File: src/rtl/pfla_pkg.sv
// Shared widths, codes, state and control/status types for the page free list allocator.
package pfla_pkg;

   localparam int ADDR_W      = 40;
   localparam int OP_W        = 2;
   localparam int STATUS_W    = 2;
   localparam int COUNT_W     = 16;
   localparam int CSR_INDEX_W = 1;
   localparam int CSR_DATA_W  = 40;

   localparam int DEFAULT_MAX_PAGES  = 32768;
   localparam int DEFAULT_PAGE_BYTES = 4096;

   localparam logic [ADDR_W-1:0] RESET_REGION_START = 40'h00_8000_0000;
   localparam logic [ADDR_W-1:0] RESET_REGION_LIMIT = 40'h00_8800_0000;

   localparam logic [OP_W-1:0] OP_LOAD  = 2'd0;
   localparam logic [OP_W-1:0] OP_ALLOC = 2'd1;
   localparam logic [OP_W-1:0] OP_FREE  = 2'd2;

   localparam logic [CSR_INDEX_W-1:0] CSR_REGION_START = 1'b0;
   localparam logic [CSR_INDEX_W-1:0] CSR_REGION_LIMIT = 1'b1;

   typedef enum logic [STATUS_W-1:0] {
      STATUS_OK    = 2'd0,
      STATUS_EMPTY = 2'd1,
      STATUS_BAD   = 2'd2,
      STATUS_FULL  = 2'd3
   } status_type;

   typedef enum logic [1:0] {
      ST_IDLE,
      ST_LOAD,
      ST_POP
   } state_type;

   // Commands from the controller to the datapath.
   typedef struct packed {
      logic       load_init;
      logic       push_free;
      logic       push_load;
      logic       pop;
      logic       rsp_write;
      logic       rsp_use_rdata;
      status_type rsp_status;
   } cmd_type;

   // Status from the datapath to the controller.
   typedef struct packed {
      logic fill_empty;
      logic fill_full;
      logic free_ok;
      logic load_more;
   } dp_status_type;

endpackage

File: src/rtl/pfla_ctrl.sv
// Controller state machine: request acceptance, load walk sequencing and response valid.
module pfla_ctrl import pfla_pkg::*; (
   input  logic          clock,
   input  logic          reset,
   input  logic          req_valid,
   output logic          req_ready,
   input  logic [OP_W-1:0] req_opcode,
   output logic          rsp_valid,
   input  logic          rsp_ready,
   input  dp_status_type dp_status,
   output cmd_type       cmd
);

   state_type state_ff, state_in;
   logic      rsp_valid_ff, rsp_valid_in;
   logic      accept;

   assign accept = req_valid && req_ready;

   always_comb begin
      state_in = state_ff;
      case (state_ff)
         ST_IDLE: begin
            if (accept) begin
               if (req_opcode == OP_LOAD) begin
                  state_in = ST_LOAD;
               end else if (req_opcode == OP_ALLOC && !dp_status.fill_empty) begin
                  state_in = ST_POP;
               end
            end
         end
         ST_LOAD: begin
            if (!dp_status.load_more || dp_status.fill_full) begin
               state_in = ST_IDLE;
            end
         end
         ST_POP: begin
            state_in = ST_IDLE;
         end
         default: begin
            state_in = ST_IDLE;
         end
      endcase
   end

   always_comb begin
      req_ready = 1'b0;
      cmd       = '0;
      cmd.rsp_status = STATUS_OK;
      case (state_ff)
         ST_IDLE: begin
            // The output word must be empty or leaving before a new item comes in.
            req_ready = !reset && (!rsp_valid_ff || rsp_ready);
            if (accept) begin
               case (req_opcode)
                  OP_LOAD: begin
                     cmd.load_init = 1'b1;
                  end
                  OP_ALLOC: begin
                     if (dp_status.fill_empty) begin
                        cmd.rsp_write  = 1'b1;
                        cmd.rsp_status = STATUS_EMPTY;
                     end else begin
                        cmd.pop = 1'b1;
                     end
                  end
                  OP_FREE: begin
                     cmd.rsp_write = 1'b1;
                     if (!dp_status.free_ok) begin
                        cmd.rsp_status = STATUS_BAD;
                     end else if (dp_status.fill_full) begin
                        cmd.rsp_status = STATUS_FULL;
                     end else begin
                        cmd.push_free = 1'b1;
                     end
                  end
                  default: begin
                     cmd.rsp_write = 1'b1;
                  end
               endcase
            end
         end
         ST_LOAD: begin
            if (!dp_status.load_more) begin
               cmd.rsp_write = 1'b1;
            end else if (dp_status.fill_full) begin
               cmd.rsp_write  = 1'b1;
               cmd.rsp_status = STATUS_FULL;
            end else begin
               cmd.push_load = 1'b1;
            end
         end
         ST_POP: begin
            cmd.rsp_write     = 1'b1;
            cmd.rsp_use_rdata = 1'b1;
         end
         default: begin
            cmd = '0;
            cmd.rsp_status = STATUS_OK;
         end
      endcase
   end

   always_comb begin
      rsp_valid_in = rsp_valid_ff;
      if (cmd.rsp_write) begin
         rsp_valid_in = 1'b1;
      end else if (rsp_ready) begin
         rsp_valid_in = 1'b0;
      end
   end

   always_ff @(posedge clock) begin
      if (reset) begin
         state_ff     <= ST_IDLE;
         rsp_valid_ff <= 1'b0;
      end else begin
         state_ff     <= state_in;
         rsp_valid_ff <= rsp_valid_in;
      end
   end

   assign rsp_valid = rsp_valid_ff;

`ifndef SYNTHESIS
   a_pop_then_rsp: assert property (@(posedge clock) disable iff (reset)
      state_ff == ST_POP |=> rsp_valid_ff)
      else $error("pop did not produce a response word");

   a_no_overwrite: assert property (@(posedge clock) disable iff (reset)
      cmd.rsp_write |-> (!rsp_valid_ff || rsp_ready))
      else $error("response word overwritten before it was taken");

   a_alloc_to_pop: assert property (@(posedge clock) disable iff (reset)
      (accept && req_opcode == OP_ALLOC && !dp_status.fill_empty) |=> state_ff == ST_POP)
      else $error("alloc from a non-empty stack did not enter the pop state");
`endif

endmodule

File: config.mk
export PLATFORM = sky130hd
export DESIGN_NAME = pfla_ctrl
export DESIGN_NICKNAME = d
export VERILOG_FILES = /design/src/rtl/pfla_pkg.sv /design/src/rtl/pfla_ctrl.sv
export SDC_FILE = /design/constraint.sdc
export NUM_CORES = 1
export LEC_CHECK = 0
export BUFFER_PORTS_ARGS = -buffer_cell sky130_fd_sc_hd__buf_2
export CORE_AREA = 3 3 40 42
export CTS_BUF_LIST = sky130_fd_sc_hd__clkbuf_16
export DETAILED_ROUTE_END_ITERATION = 16
export DIE_AREA = 0 0 43 45
export GPL_TIMING_DRIVEN = 0
export SKIP_CTS_REPAIR_TIMING = 1
export SYNTH_ARGS = -nofsm -noshare
export SYNTH_HDL_FRONTEND = slang
export SYNTH_SLANG_ARGS = --single-unit
export TNS_END_PERCENT = 100
File: constraint.sdc
create_clock -name clock -period 2.3 [get_ports clock]
set_clock_uncertainty 0.15 [all_clocks]
set_input_delay 0.46 -clock clock [delete_from_list [all_inputs] [get_ports clock]]
set_output_delay 0.46 -clock clock [all_outputs]
set_load 0.02 [all_outputs]
==> flow_metrics.tcl <==
set metrics [dict create \
    status "complete, no violations" \
    hold_viol 0 \
    placed_cell_area_sq_um 412.9 \
    firstDrtPassIters 4 \
    synth_area_per_cell_sq_um 7.668 \
    yosysTopAreaCell "dfxtp_1" \
    core_area_sq_um 1285 \
    rrSetupSlack_ns 1.07 \
    period_needed_ns 2.147 \
    grt_overflow 0 \
    numPortBuffers 19 \
    p_per_area_nw_per_um2 772.6 \
    die_w_um 43 \
    clk_path_buf_depth 2 \
    synthTopCellsByArea "dfxtp_1, ha_1, nand2b_1, inv_1, a31oi_1" \
    synth_xor_area_share_pct 0 \
    syn-num-nets 52 \
    htreeDepth 1 \
    synth_seq_cells 3 \
    muxShareOfSynthArea_pct 0 \
    die_area_sq_um 1935 \
    totalWireLength_um 747 \
    synth_seq_area_share_pct 20.08 \
    timing.rr.start "state_ff[0]" \
    synth_compound_area_share_pct 13.81 \
    ios 20 \
    synthAdderAreaFrac_pct 12.55 \
    cts_sinks 3 \
    worst_slack_ns 0.1528 \
    required_ns 1.69 \
    path_class "in -> out" \
    min_to "rsp_valid" \
    clock_latency_ns 0.22 \
    cp_max_fo 3 \
    wl_per_cell_um 9.701 \
    yosysWarnings 0 \
    die_h_um 45 \
    gr-usage-all-layers_pct 8.978 \
    dpl.cell_count 73 \
    hold_slack_ns 0.2861 \
    worst_pin_slew_ns 0.2515 \
    synth_cell_types 23 \
    fmax_mhz 465.7 \
    syn_area_sq_um 299.0 \
    highest_layer "met4" \
    slew_viol_final 0 \
    grt_pass1_wl_um 1221 \
    fin_util_pct 38.27 \
    met1_length_um 328 \
    final_area_sq_um 491.7 \
    dpl.hpwl_um 633.1 \
    clk_pin_slew_ns 0.03 \
    stdcell_count 77 \
    tns_ns 0 \
    first_iter_violations 5 \
    met3_length_um 100 \
    dpl_worst_slack_ns 0.1479 \
    syn_inst 39 \
    peakVddDrop_uv 239.4 \
    syn2layout_area_growth_pct 64.44 \
    relSlewSlack_pct 83.10 \
    drv_cap 0 \
    antenna_found_initial 0 \
    holdPathStages 2 \
    cts_tree "yes" \
    vias 342 \
    hold_path.class "in -> reg" \
    start_util_pct 23.27 \
    startpoint_type "primary input" \
    via_per_inst 4.442 \
    grt_max_degree 6 \
    p_leak_nw 0.2689 \
    grt_pass1_vias 302 \
    cp.arrival_ns 1.54 \
    rsz0062_at_grt "no" \
    end_kind "output port" \
    synth_top_family_by_area "simple AND/OR/NAND/NOR gates" \
    met2_wirelength_um 297 \
    numCtsBuffers 3 \
    drive_gt1_share_pct 48.39 \
    ant_nets 0 \
    drcViolationCount 0 \
    reg2regPathDepth 4 \
    hp-start "reset" \
    antenna_cells 0 \
    root_buffer "clkbuf_16" \
    regToRegEndpoint "rsp_valid" \
    synth.top_cell.area_share_pct 20.08 \
    synth-simple-area-share_pct 46.03 \
    post-route-period-util_pct 93.36 \
    globalplace.congestion 0.7550 \
    setup_viol 0 \
    power_uw 379.9 \
    nNetsFinal 76 \
    rows 13 \
]
## cell usage in the layout, fill, tap and decap left out, drive strengths merged, types with 2 or more instances in the layout
master,count
buf,20
o21ai,3
nand2b,3
inv,5
nor3,3
nand2,3
or2b,2
clkbuf,3
nand3,2
dfxtp,3
and3,2
ha,3
a31oi,2
nor2,3
## per-layer routing
metal	vias to the layer above	track usage (%)
met5	-	0
met4	0	7.229
li1	180	-
met1	137	11.03
met2	21	11.38
met3	4	4.781
## cell type report
| type | instances | area (sq um) |
|---|---|---|
| inverters | 4 | 15.01 |
| clock buffers | 3 | 75.07 |
| flip-flops and latches | 3 | 60.06 |
| repair buffers | 19 | 95.09 |
| multi-input cells | 31 | 216.5 |
| well taps | 15 | 18.77 |
| fillers | 127 | 793.3 |
| clock inverters | 1 | 3.754 |
| plain buffers | 1 | 7.507 |
## Yosys cell counts
master	count
a32oi_1	1
nand3_2	1
a21oi_1	1
a31oi_1	2
and4b_2	1
nor3_2	1
nor3_1	2
o21ai_0	2
inv_1	4
ha_1	3
or2b_2	1
and3_2	1
and2b_1	1
and2_2	1
and3_4	1
nand2_1	3
nor2_1	3
nand2b_1	3
nand3_1	1
buf_4	1
or2b_1	1
o21ai_1	1
dfxtp_1	3
## critical path: stages
cell and delay, ns:
buf_2 0.10, inv_1 0.06, ha_1 0.17, or2b_2 0.33, nand3_2 0.09, nand2_1 0.05
buf_4 0.12, buf_2 0.15
## flip-flops by register name, summed over array words and instances (netlist names)
name / count
state_ff: 2
rsp_valid: 1
## power by group
group / internal [mW] / leakage [nW] / switching [mW]
combinational: 0.0229 / 0.202 / 0.0274
clock: 0.224 / 0.0423 / 0.0502
sequential: 0.0541 / 0.0244 / 0.000911
## cell families after synthesis
kind of cell | count (synthesis)
and+or+nand+nor | 21
AOI/OAI and AO/OA | 7
buffers and inverters | 5
adders and majority gates | 3
DFF | 3
## how the worst max path moves through the flow
stage | startpoint | end | slack, ns | cells after the start
final | req_opcode[1] | cmd[3] | 0.15 | 8
after global routing | req_opcode[1] | cmd[3] | 0.08 | 8
after CTS | req_opcode[1] | cmd[3] | 0.15 | 8
after detailed placement | req_opcode[1] | cmd[3] | 0.15 | 8
after global placement | req_opcode[1] | cmd[3] | 0.15 | 8
after floorplan | reset | cmd[0] | 0.34 | 4
Note: power is estimated with default switching activity, not from simulation.
